`src/design/slcpd_pkg.sv`:
```
package slcpd_pkg;

  localparam logic [7:0]  SYNC_FIRST  = 8'hAA;
  localparam logic [7:0]  SYNC_SECOND = 8'h55;
  localparam logic [15:0] CRC_INIT    = 16'hFFFF;
  localparam logic [15:0] CRC_POLY    = 16'h1021;

  localparam logic [15:0] MAX_BODY_LENGTH_RESET = 16'd1024;

  localparam logic [2:0] PH_HUNT1  = 3'd0;
  localparam logic [2:0] PH_HUNT2  = 3'd1;
  localparam logic [2:0] PH_LEN_LO = 3'd2;
  localparam logic [2:0] PH_LEN_HI = 3'd3;
  localparam logic [2:0] PH_BODY   = 3'd4;
  localparam logic [2:0] PH_CRC_LO = 3'd5;
  localparam logic [2:0] PH_CRC_HI = 3'd6;

  localparam logic KIND_BODY = 1'b0;
  localparam logic KIND_END  = 1'b1;

  typedef struct packed {
    logic [7:0] rx_byte;
    logic       link_drop;
  } in_t;

  typedef struct packed {
    logic       kind;
    logic [7:0] body_byte;
    logic       is_opcode;
    logic       frame_status;
    logic       frame_last;
  } out_t;

  // CRC-16-CCITT over one byte, most significant bit first.
  function automatic logic [15:0] crc_byte(input logic [15:0] crc, input logic [7:0] b);
    logic [15:0] c;
    c = crc ^ {b, 8'h00};
    for (int i = 0; i < 8; i++) begin
      if (c[15]) begin
        c = {c[14:0], 1'b0} ^ CRC_POLY;
      end else begin
        c = {c[14:0], 1'b0};
      end
    end
    return c;
  endfunction

endpackage

```
`src/design/sync_length_crc_packet_deframer.sv`:
```
// Channel   Direction  Payload                 Accepted when
// in_       input      slcpd_pkg::in_t         in_valid && !in_stall
// out_      output     slcpd_pkg::out_t        out_valid && !out_stall
// cfg_      input      16-bit max_body_length  cfg_wr_en
//
// Each item is parsed in the cycle it is accepted; its result, if any, sits in
// the output register from the next cycle; one item per cycle when not stalled.
// The per-item path is the byte-wise CRC update and the 16-bit length compare.
// in_stall is high only while a result is held by out_stall.
// Reset is synchronous to clk: the parser returns to the sync hunt and the
// maximum body length returns to 1024.
module sync_length_crc_packet_deframer (
  input  logic             clk,
  input  logic             rst_n,
  input  logic             in_valid,
  output logic             in_stall,
  input  slcpd_pkg::in_t   in_data,
  output logic             out_valid,
  input  logic             out_stall,
  output slcpd_pkg::out_t  out_data,
  input  logic             cfg_wr_en,
  input  logic [15:0]      cfg_wr_data
);

  logic [15:0]     max_len_r;
  logic [2:0]      phase_r, phase_nxt;
  logic [15:0]     body_len_r, body_len_nxt;
  logic [15:0]     seen_r, seen_nxt;
  logic [15:0]     crc_r, crc_nxt;
  logic [7:0]      crc_lo_r, crc_lo_nxt;
  logic            out_valid_r;
  slcpd_pkg::out_t out_data_r;
  slcpd_pkg::out_t res;
  logic            res_valid;
  logic            in_acc;
  logic            out_load;
  logic [15:0]     len_full;
  logic [15:0]     seen_inc;
  logic [15:0]     crc_got;

  assign in_stall  = out_valid_r & out_stall;
  assign in_acc    = in_valid & ~in_stall;
  assign out_load  = ~out_valid_r | ~out_stall;
  assign out_valid = out_valid_r;
  assign out_data  = out_data_r;

  assign len_full = {in_data.rx_byte, body_len_r[7:0]};
  assign seen_inc = seen_r + 16'd1;
  assign crc_got  = {in_data.rx_byte, crc_lo_r};

  always_comb begin
    phase_nxt    = phase_r;
    body_len_nxt = body_len_r;
    seen_nxt     = seen_r;
    crc_nxt      = crc_r;
    crc_lo_nxt   = crc_lo_r;
    res_valid    = 1'b0;
    res          = '0;
    if (in_data.link_drop) begin
      phase_nxt    = slcpd_pkg::PH_HUNT1;
      body_len_nxt = '0;
      seen_nxt     = '0;
      crc_nxt      = slcpd_pkg::CRC_INIT;
      crc_lo_nxt   = '0;
    end else begin
      case (phase_r)
        slcpd_pkg::PH_HUNT1: begin
          if (in_data.rx_byte == slcpd_pkg::SYNC_FIRST) begin
            phase_nxt = slcpd_pkg::PH_HUNT2;
          end
        end
        slcpd_pkg::PH_HUNT2: begin
          if (in_data.rx_byte == slcpd_pkg::SYNC_SECOND) begin
            phase_nxt = slcpd_pkg::PH_LEN_LO;
          end else if (in_data.rx_byte != slcpd_pkg::SYNC_FIRST) begin
            phase_nxt = slcpd_pkg::PH_HUNT1;
          end
        end
        slcpd_pkg::PH_LEN_LO: begin
          body_len_nxt = {8'h00, in_data.rx_byte};
          phase_nxt    = slcpd_pkg::PH_LEN_HI;
        end
        slcpd_pkg::PH_LEN_HI: begin
          body_len_nxt = len_full;
          if (len_full == 16'd0 || len_full > max_len_r) begin
            phase_nxt = slcpd_pkg::PH_HUNT1;
          end else begin
            seen_nxt  = '0;
            crc_nxt   = slcpd_pkg::CRC_INIT;
            phase_nxt = slcpd_pkg::PH_BODY;
          end
        end
        slcpd_pkg::PH_BODY: begin
          res_valid     = 1'b1;
          res.kind      = slcpd_pkg::KIND_BODY;
          res.body_byte = in_data.rx_byte;
          res.is_opcode = (seen_r == 16'd0);
          crc_nxt       = slcpd_pkg::crc_byte(crc_r, in_data.rx_byte);
          seen_nxt      = seen_inc;
          if (seen_inc >= body_len_r) begin
            phase_nxt = slcpd_pkg::PH_CRC_LO;
          end
        end
        slcpd_pkg::PH_CRC_LO: begin
          crc_lo_nxt = in_data.rx_byte;
          phase_nxt  = slcpd_pkg::PH_CRC_HI;
        end
        slcpd_pkg::PH_CRC_HI: begin
          res_valid        = 1'b1;
          res.kind         = slcpd_pkg::KIND_END;
          res.frame_status = (crc_got != crc_r);
          res.frame_last   = 1'b1;
          phase_nxt        = slcpd_pkg::PH_HUNT1;
        end
        default: begin
          phase_nxt = slcpd_pkg::PH_HUNT1;
        end
      endcase
    end
  end

  always_ff @(posedge clk) begin
    if (!rst_n) begin
      max_len_r   <= slcpd_pkg::MAX_BODY_LENGTH_RESET;
      phase_r     <= slcpd_pkg::PH_HUNT1;
      body_len_r  <= '0;
      seen_r      <= '0;
      crc_r       <= slcpd_pkg::CRC_INIT;
      crc_lo_r    <= '0;
      out_valid_r <= 1'b0;
    end else begin
      if (cfg_wr_en) begin
        max_len_r <= cfg_wr_data;
      end
      if (in_acc) begin
        phase_r    <= phase_nxt;
        body_len_r <= body_len_nxt;
        seen_r     <= seen_nxt;
        crc_r      <= crc_nxt;
        crc_lo_r   <= crc_lo_nxt;
      end
      if (out_load) begin
        out_valid_r <= in_acc & res_valid;
      end
    end
  end

  always_ff @(posedge clk) begin
    if (out_load) begin
      out_data_r <= res;
    end
  end

endmodule

```
`config.mk`:
```
export PLATFORM = sky130hd
export DESIGN_NAME = sync_length_crc_packet_deframer
export DESIGN_NICKNAME = d
export VERILOG_FILES = /design/src/design/slcpd_pkg.sv /design/src/design/sync_length_crc_packet_deframer.sv
export SDC_FILE = /design/constraint.sdc
export NUM_CORES = 1
export LEC_CHECK = 0
export BUFFER_PORTS_ARGS = -buffer_cell sky130_fd_sc_hd__buf_2
export CAP_MARGIN = 25
export CORE_UTILIZATION = 60
export CTS_BUF_LIST = sky130_fd_sc_hd__clkbuf_4 sky130_fd_sc_hd__clkbuf_8
export CTS_CLUSTER_DIAMETER = 150
export DETAILED_ROUTE_END_ITERATION = 16
export GPL_ROUTABILITY_DRIVEN = 1
export PLACE_DENSITY = 0.86
export SYNTH_ARGS = -nofsm -noshare
export SYNTH_HDL_FRONTEND = slang
export SYNTH_SLANG_ARGS = --single-unit
```
`constraint.sdc`:
```
create_clock -name clk -period 6.8 [get_ports clk]
set_input_delay 1.02 -clock clk [delete_from_list [all_inputs] [get_ports clk]]
set_output_delay 1.02 -clock clk [all_outputs]
set_load 0.005 [all_outputs]
```
==> run summary, run 1 <==
Ranked by instance count, the synthesized netlist is headed by sky130_fd_sc_hd__nor2_1 (77), sky130_fd_sc_hd__dfxtp_1 (76), sky130_fd_sc_hd__mux2i_1 (52), sky130_fd_sc_hd__nand2_1 (52), sky130_fd_sc_hd__inv_1 (41). Sorting the synthesized cells by area gives the leading types as sky130_fd_sc_hd__dfxtp_1 (30%), sky130_fd_sc_hd__mux2i_1 (10%), sky130_fd_sc_hd__ha_1 (8.3%). The data required time at the worst endpoint came out at 7070 ps. The share of synthesized area occupied by flip-flops and latches is 36.3%. The remaining routing DRC violations came out at 0.

The count of nets after finishing is 676. The slowest stage of the critical path belongs to the cell sky130_fd_sc_hd__buf_4. The proportion of netlist area held by the largest area contributor came out at 29.8%. The net switching share of the total power is 27.7%. The number of hold buffers added after CTS was 0. The number of failing hold endpoints at the final stage came out at 0. The number of storage elements in the synthesis netlist came out at 87. The run finished with clean final reports. The detail-routed net length per standard cell came out at 16.6 µm. The worst-case IR drop observed on VDD is 0.000135 V. The first global-routing pass estimated 20.1 mm of wire. The number of cells produced by synthesis is between 500 and 600. The leading register cell type out of synthesis is sky130_fd_sc_hd__dfxtp_1. The root buffer cell is sky130_fd_sc_hd__clkbuf_8. The switching power is 0.288 mW. CTS built an H-tree with a depth of 3. The clock insertion delay at the later pin of the skew report came out at 370 ps. The overall die height came out at 94.2 µm.

The worst path uses 46.4% of the clock period. The first detailed-routing pass ran for 5 iterations. The core region is 8220 µm².

Once placement finished, the instance area stood at 5300 µm². The number of port buffers came out at 43. The cell area power density came out at 188 nW/µm². Entering global routing, the biggest net connects 58 pins. In the global route stage, overall resource usage came out at between 20% and 30%. The sequential fraction of design power is 51.4%. Measured along the x axis, the die boundary spans 94.2 µm.

The worst hold path class is reg -> reg. The post-layout instance area is 5510 µm². The number of global-route vias before repair came out at 4,149. The critical path arrival came out at 3430 ps. The standard-cell row count is 33. Setup repair after global routing left no endpoint under its margin.

The biggest area contributor in the post-synthesis netlist is sky130_fd_sc_hd__dfxtp_1. After synthesis, the mean cell area works out to 8.70 µm². The share of post-route cells with drive strength above 1 is 11.7%. The count of boundary I/O pins came out at 44.

The total of endpoints with negative setup slack in the final report came out at 0. The post-synthesis net count came out at 650. The number of max-cap violations is 0. The largest fanout of any net on the critical path is 31.

The initial antenna violation count came out at 0. The number of warnings printed during yosys synthesis came out at 0. The sink count of the clock tree came out at 87. TritonCTS built the clock tree. The worst setup path is captured at a flip-flop.

The proportion of power drawn by combinational gates came out at 11.1%. The die area is about 8900 µm². The max-slew violation total from the final report came out at 0. The routed design could run at a clock period as short as 3160 ps. The effective utilization at floorplan came out at between 60% and 70%. Across the routed clock network, the largest skew measured is around 13 ps. The total number of vias is 4,344. The first routing iteration left 404 violations. In the routed layout, each cell is associated on average with a via count of 6.02. The total CTS buffers came out at 9. The count of nets left with antenna violations once routing finished came out at 0. The sum of routed wire length over all layers came out at 12.0 mm. The cell class contributing the biggest share of worst-path delay is compound AO/OA/AOI/OAI gates. The total congestion overflow after global routing came out at 0. The number of distinct library cells after synthesis is 53.

After clock tree synthesis, the clock-pin slew on the worst setup and hold paths is 100 ps. The async set or reset register ratio after synthesis is 0%. The number of gates resized after cts came out at 0. The proportion of power drawn by the clock network came out at 37.5%. Walking the worst path, the cells encountered are buf_2 > ha_1 > a21o_1 > a21oi_1 > o221ai_1 > a211o_1 > a21oi_4 > buf_4 > mux2_2. The worst-margin pin slew came out at about 960 ps.

The post-route setup TNS is 0 ps. The buffer count from post-CTS setup fixing is 0. The mapped cell area came out at 5100 µm². The type of the setup path with the least slack is in -> reg. The half-perimeter wire length of the detailed placement result came out at 8.65 mm. The worst setup path is launched from an input pin. The worst stage delay on the critical path came out at 460 ps. The maximum count of clock buffers along a single path is 2.

The congestion estimate from routability-driven global placement came to about 0.9. The number of inserted diodes is 0. The count of flip-flops with a built-in enable after synthesis is 11. The area growth from synthesis to final layout came out at 8.05%.

The buffering stage count on the worst path with inverters included came out at 2. Static timing analysis puts the maximum clock frequency at 0.317 GHz. By instance count, the leading cell after synthesis is sky130_fd_sc_hd__nor2_1.

The normalized max-slew margin came out at 35.9%. The static leakage power came out at 2.30 nW. The total internal power came out at 0.751 mW.
[routing by layer]
layer  vias up  track usage [%]  wire length (µm)
met5         -                0                 0
met3        34             5.74               862
met2       198             47.5              5570
met4         0             13.7               326
met1      2055             37.2              5240
li1       2057                -                 -
[cells in the final DEF (no fill, tap or decap), drive strengths merged, types with 11 or more instances in the layout]
cell type / synthesis / layout
edfxtp: 11 / 11
nand3: 21 / 21
a21oi: 33 / 33
mux2i: 52 / 52
dfxtp: 76 / 76
inv: 41 / 46
nor2: 78 / 78
ha: 34 / 34
buf: 17 / 45
nand4: 12 / 12
nand2: 52 / 52
xnor2: 32 / 32
xor2: 14 / 14
[cell families after synthesis]
| logic type | Yosys count | synth area share [%] |
|---|---|---|
| buffers and inverters | 71 | 6.13 |
| xor gates and xnor gates | 46 | 7.90 |
| AOI/OAI and AO/OA | 68 | 8.49 |
| adders and majority gates | 34 | 8.34 |
| muxes | 53 | 10.4 |
| DFF | 87 | 36.3 |
| and+or+nand+nor | 227 | 22.4 |
[power groups by stage]
stage	logic [mW]	registers (mW)	clock network [mW]
4_1_cts	0.113	0.534	0.390
3_3_place_gp	0.108	0.545	0
5_1_grt	0.125	0.536	0.414
2_1_floorplan	0.0835	0.543	0
6_report	0.115	0.534	0.389
3_5_place_dp	0.112	0.546	0
[tightest hold or removal path: cells and delay by family, from the launching register on]
kind,cells,cell delay [ps]
and+or+nand+nor,1,60
AOI/OAI and AO/OA,1,50
DFF,1,330
[area by class of cell]
| class | count | area, µm² |
|---|---|---|
| tap | 105 | 131 |
| inverter | 41 | 154 |
| clock buffer | 9 | 124 |
| fill | 654 | 2710 |
| clock inverter | 7 | 83.8 |
| sequential | 87 | 1850 |
| multi-input combinational | 428 | 2940 |
| timing repair buffer | 45 | 230 |
[sequential cells by signal (all words and copies together), names as in the netlist]
signal / flops
crc_r: 16
out_data: 11
phase_r: 3
crc_lo_r: 8
seen_r: 16
body_len_r: 16
out_valid: 1
max_len_r: 16
[per-stage QoR]
| step | hold WS (ps) | setup WS, ps | util, % | instances | power, mW |
|---|---|---|---|---|---|
| floorplan | 432 | 4080 | - | 586 | 0.626 |
| global placement | 444 | 3450 | 64.5 | 706 | 0.654 |
| detailed placement | 454 | 3320 | 64.5 | 706 | 0.659 |
| CTS | 469 | 3710 | 67.1 | 722 | 1.04 |
| global route | 484 | 3570 | 67.1 | 722 | 1.07 |
| finish | 470 | 3640 | 67.1 | 722 | 1.04 |
[worst paths after layout]
path	start	endpoint	slack (ps)	cells after the start
setup reg to reg	seen_r[7]	phase_r[0]	3810	11
hold reg to reg	body_len_r[8]	body_len_r[8]	470	2
hold / removal	body_len_r[8]	body_len_r[8]	470	2
setup / recovery	in_data[6]	crc_r[4]	3640	9
Note: power is estimated with default switching activity, not from simulation.
==> run 2, diff against run 1 <==
--- a/config.mk
+++ b/config.mk
@@ -7,12 +7,12 @@
 export LEC_CHECK = 0
 export BUFFER_PORTS_ARGS = -buffer_cell sky130_fd_sc_hd__buf_2
 export CAP_MARGIN = 25
-export CORE_UTILIZATION = 60
+export CORE_UTILIZATION = 56
 export CTS_BUF_LIST = sky130_fd_sc_hd__clkbuf_4 sky130_fd_sc_hd__clkbuf_8
 export CTS_CLUSTER_DIAMETER = 150
 export DETAILED_ROUTE_END_ITERATION = 16
 export GPL_ROUTABILITY_DRIVEN = 1
-export PLACE_DENSITY = 0.86
+export PLACE_DENSITY = 0.85
 export SYNTH_ARGS = -nofsm -noshare
 export SYNTH_HDL_FRONTEND = slang
 export SYNTH_SLANG_ARGS = --single-unit
==> constraint.sdc (replaced) <==
create_clock -name clk -period 2.9 [get_ports clk]
set_input_delay 0.435 -clock clk [delete_from_list [all_inputs] [get_ports clk]]
set_output_delay 0.435 -clock clk [all_outputs]
set_load 0.005 [all_outputs]
==> run 2 against run 1 <==
Clock power increased by 100%. Critical path type is now reg -> reg. First-iteration DRC count shrank 40%. Critical endpoint is now phase_r[2]. Highest routed layer unchanged. Sequential share of layout area shrank 0.41 points.
==> run summary, run 2 (same netlist as run 1, synthesis figures left out) <==
Result of the run: completed (unchanged). The residual antenna-violating net count after detailed routing came out at 0 (unchanged). The post-layout instance area came out at 5610 µm² (was 5510 µm²). The post-detailed-placement cell area came out at 5380 µm² (was 5300 µm²).

The sum of routed wire length over all layers is 11.6 mm (was 12.0 mm). The startpoint type of the worst setup path is a flip-flop (was input pin). The critical path arrival is 3050 ps (was 3430 ps). The most common cell after layout, fill and taps aside was sky130_fd_sc_hd__nor2_1 (unchanged). The sequential fraction of design power came out at 53.8% (was 51.4%). The total routing resource utilization after global routing came out at 25.1% (was 29.3%).

The max-slew violation total from the final report came out at 0 (unchanged). The part of the cycle the worst path needs is approximately 96%. The static leakage power came out at 2.34 nW (was 2.30 nW). The clock-pin slew on the worst setup and hold paths came out at 90 ps (was 100 ps). The proportion of power drawn by the clock network is 34.2% (was 37.5%). The area growth from synthesis to final layout was 9.91% (was 8.05%). The switching power came to 0.635 mW (was 0.288 mW). The overall die height came out at 97.4 µm (was 94.2 µm).

The worst hold path class is in -> reg (was reg -> reg). The initial antenna violation count came out at 0 (unchanged). The post-detailed-route via-to-cell ratio came out at 5.74 (was 6.02). The count of nets after finishing is 683 (was 676).

The die area was 9490 µm² (was 8870 µm²). The kind of end point of the critical path is a flip-flop (unchanged). The reg-to-reg endpoint is phase_r[2] (was phase_r[0]). The upper clock frequency limit is 0.361 GHz. The pin count of the biggest net entering global routing is 58 (unchanged). The global placement routability congestion came out at 0.908 (was 0.915). The total of endpoints with negative setup slack in the final report is 0 (unchanged). The number of inserted diodes is 0 (unchanged). The global-route wire length before repair is 19.1 mm (was 20.1 mm). The utilization after layout came out at 64.0% (was 67.1%).

The standard-cell row count is 34 (was 33). The root buffer cell is sky130_fd_sc_hd__clkbuf_8 (unchanged). RSZ-0062 raised after global routing: false (unchanged). The type of the setup path with the least slack is reg -> reg (was in -> reg). The sink count of the clock tree was 87 (unchanged). The total internal power came to 1.69 mW (was 0.751 mW). The detail-routed net length per standard cell came out at 15.8 µm (was 16.6 µm). The count of boundary I/O pins was 44 (unchanged).

The chip width is 97.4 µm (was 94.2 µm). The net switching share of the total power is 27.3% (was 27.7%). The number of failing hold endpoints at the final stage was 0 (unchanged). The clock insertion delay at the later pin of the skew report is 360 ps (was 370 ps).

The cell area power density is 415 nW/µm² (was 188 nW/µm²). Commonest cells after routing, fill and taps aside: sky130_fd_sc_hd__nor2_1 (76), sky130_fd_sc_hd__dfxtp_1 (71), sky130_fd_sc_hd__nand2_1 (52), sky130_fd_sc_hd__mux2i_1 (52), sky130_fd_sc_hd__buf_2 (43) (was sky130_fd_sc_hd__nor2_1 (77), sky130_fd_sc_hd__dfxtp_1 (76), sky130_fd_sc_hd__nand2_1 (52), sky130_fd_sc_hd__mux2i_1 (52), sky130_fd_sc_hd__buf_2 (43)). The effective utilization at floorplan is 58.2% (was 62.1%). The number of search-and-repair iterations in the first detailed-routing pass came to 5 (unchanged).

The worst-case hold slack came out at 299 ps (was 470 ps). The depth of the worst register-to-register path is 11 (unchanged). The worst setup path startpoint is seen_r[1] (was in_data[6]).

The largest fanout of any net on the critical path is 5 (was 31). The time the worst path needs with I/O delays and setup is 2770 ps. The number of max-cap violations came out at 0 (unchanged). The proportion of power drawn by combinational gates was 12.0% (was 11.1%). The placeable core area came to 8760 µm² (was 8220 µm²). The destination of the critical timing path is phase_r[2] (was crc_r[4]). The normalized max-slew margin came to 34.7% (was 35.9%). The worst IR drop on VDD came to 0.000338 V (was 0.000135 V).

The number of global-route vias before repair came to 4,119 (was 4,149). The TritonCTS clock tree is yes (unchanged). The final setup skew came out at 9.82 ps (was 13.2 ps). The setup slack at placement came out at -76.2 ps (was 3320 ps). The total congestion overflow after global routing was 0 (unchanged). The maximum count of clock buffers along a single path is 2 (unchanged). The number of H-tree branching levels was 3 (unchanged). The post-route setup TNS is 0 ps (unchanged). The worst-margin pin slew is 972 ps (was 957 ps).

The total CTS buffers was 9 (unchanged). The data required time at the worst endpoint came to 3170 ps (was 7070 ps). The share of post-route cells with drive strength above 1 was 14.3% (was 11.7%). The number of DRC markers in iteration 0 came to 243 (was 404). The half-perimeter wire length of the detailed placement result came out at 8.48 mm (was 8.65 mm).

The register-to-register path setup slack came out at 130 ps (was 3810 ps). The post-layout worst setup margin was 129 ps (was 3640 ps). The total number of vias is 4,199 (was 4,344). The number of port buffers came out at 43 (unchanged).

The startpoint of the worst-slack reg-to-reg timing path is seen_r[1] (was seen_r[7]). The remaining routing DRC violations came out at 0 (unchanged).
-- run 2: cell count changes in the layout (fill, tap and decap cells not counted), sizes merged --
cell	previous run	this run
buf	45	52
inv	46	44
clkinv	1	2
bufinv	1	0
clkbuf	9	11
-- run 2: per-stage QoR --
| stage | std cells | power [mW] |
|---|---|---|
| floorplan | 586 | 1.47 |
| global placement | 716 | 1.54 |
| detailed placement | 716 | 1.55 |
| CTS | 732 | 2.33 |
| global route | 732 | 2.42 |
| finish | 732 | 2.33 |
-- run 2: final cells by class --
class	instances	area [µm²]
fillers	709	3160
well taps	108	135
multi-input cells	428	2970
clock buffers	11	139
inverters	41	154
clock inverters	5	41.3
flip-flops and latches	87	1860
repair buffers	52	308
-- run 2: layer usage --
metal  up-vias  GRT usage [%]  share of wire, %
met2       158           41.5                47
met4         0           12.7               2.8
met3        30           4.75               6.2
met1      1952           31.0                44
met5         -              0                 0
li1       2059              -                 -
-- run 2: how the worst min path moves through the flow --
stage,from,depth (start not counted),endpoint
6_report,cfg_wr_data[10],3,max_len_r[10]
5_1_grt,cfg_wr_data[10],3,max_len_r[10]
4_1_cts,cfg_wr_data[10],3,max_len_r[10]
3_5_place_dp,body_len_r[9],2,body_len_r[9]
3_3_place_gp,body_len_r[14],2,body_len_r[14]
2_1_floorplan,body_len_r[15],2,body_len_r[15]
-- run 2: what timing repair did --
item	CTS	global route
setup buffers	0	0
hold buffers	0	0
setup endpoints to repair	3	3
pin swaps	0	0
resized for setup	4	10
-- run 2: worst max-delay path: stages, from the launching register on --
cell	delay (ps)
sky130_fd_sc_hd__dfxtp_1	410
sky130_fd_sc_hd__ha_2	240
sky130_fd_sc_hd__nand3_2	140
sky130_fd_sc_hd__nor2_4	190
sky130_fd_sc_hd__nand4_1	150
sky130_fd_sc_hd__xnor2_1	200
sky130_fd_sc_hd__ha_1	330
sky130_fd_sc_hd__nand4_1	150
sky130_fd_sc_hd__a2111oi_2	330
sky130_fd_sc_hd__a211o_1	220
sky130_fd_sc_hd__o21bai_4	90
sky130_fd_sc_hd__o31ai_1	230
-- run 2: power groups by stage --
stage               Sequential, mW  Clock [mW]  Combinational (mW)
finish                        1.25       0.797               0.279
global route                  1.25       0.858               0.305
CTS                           1.25       0.806               0.276
detailed placement            1.28           0               0.272
global placement              1.28           0               0.261
floorplan                     1.27           0               0.196
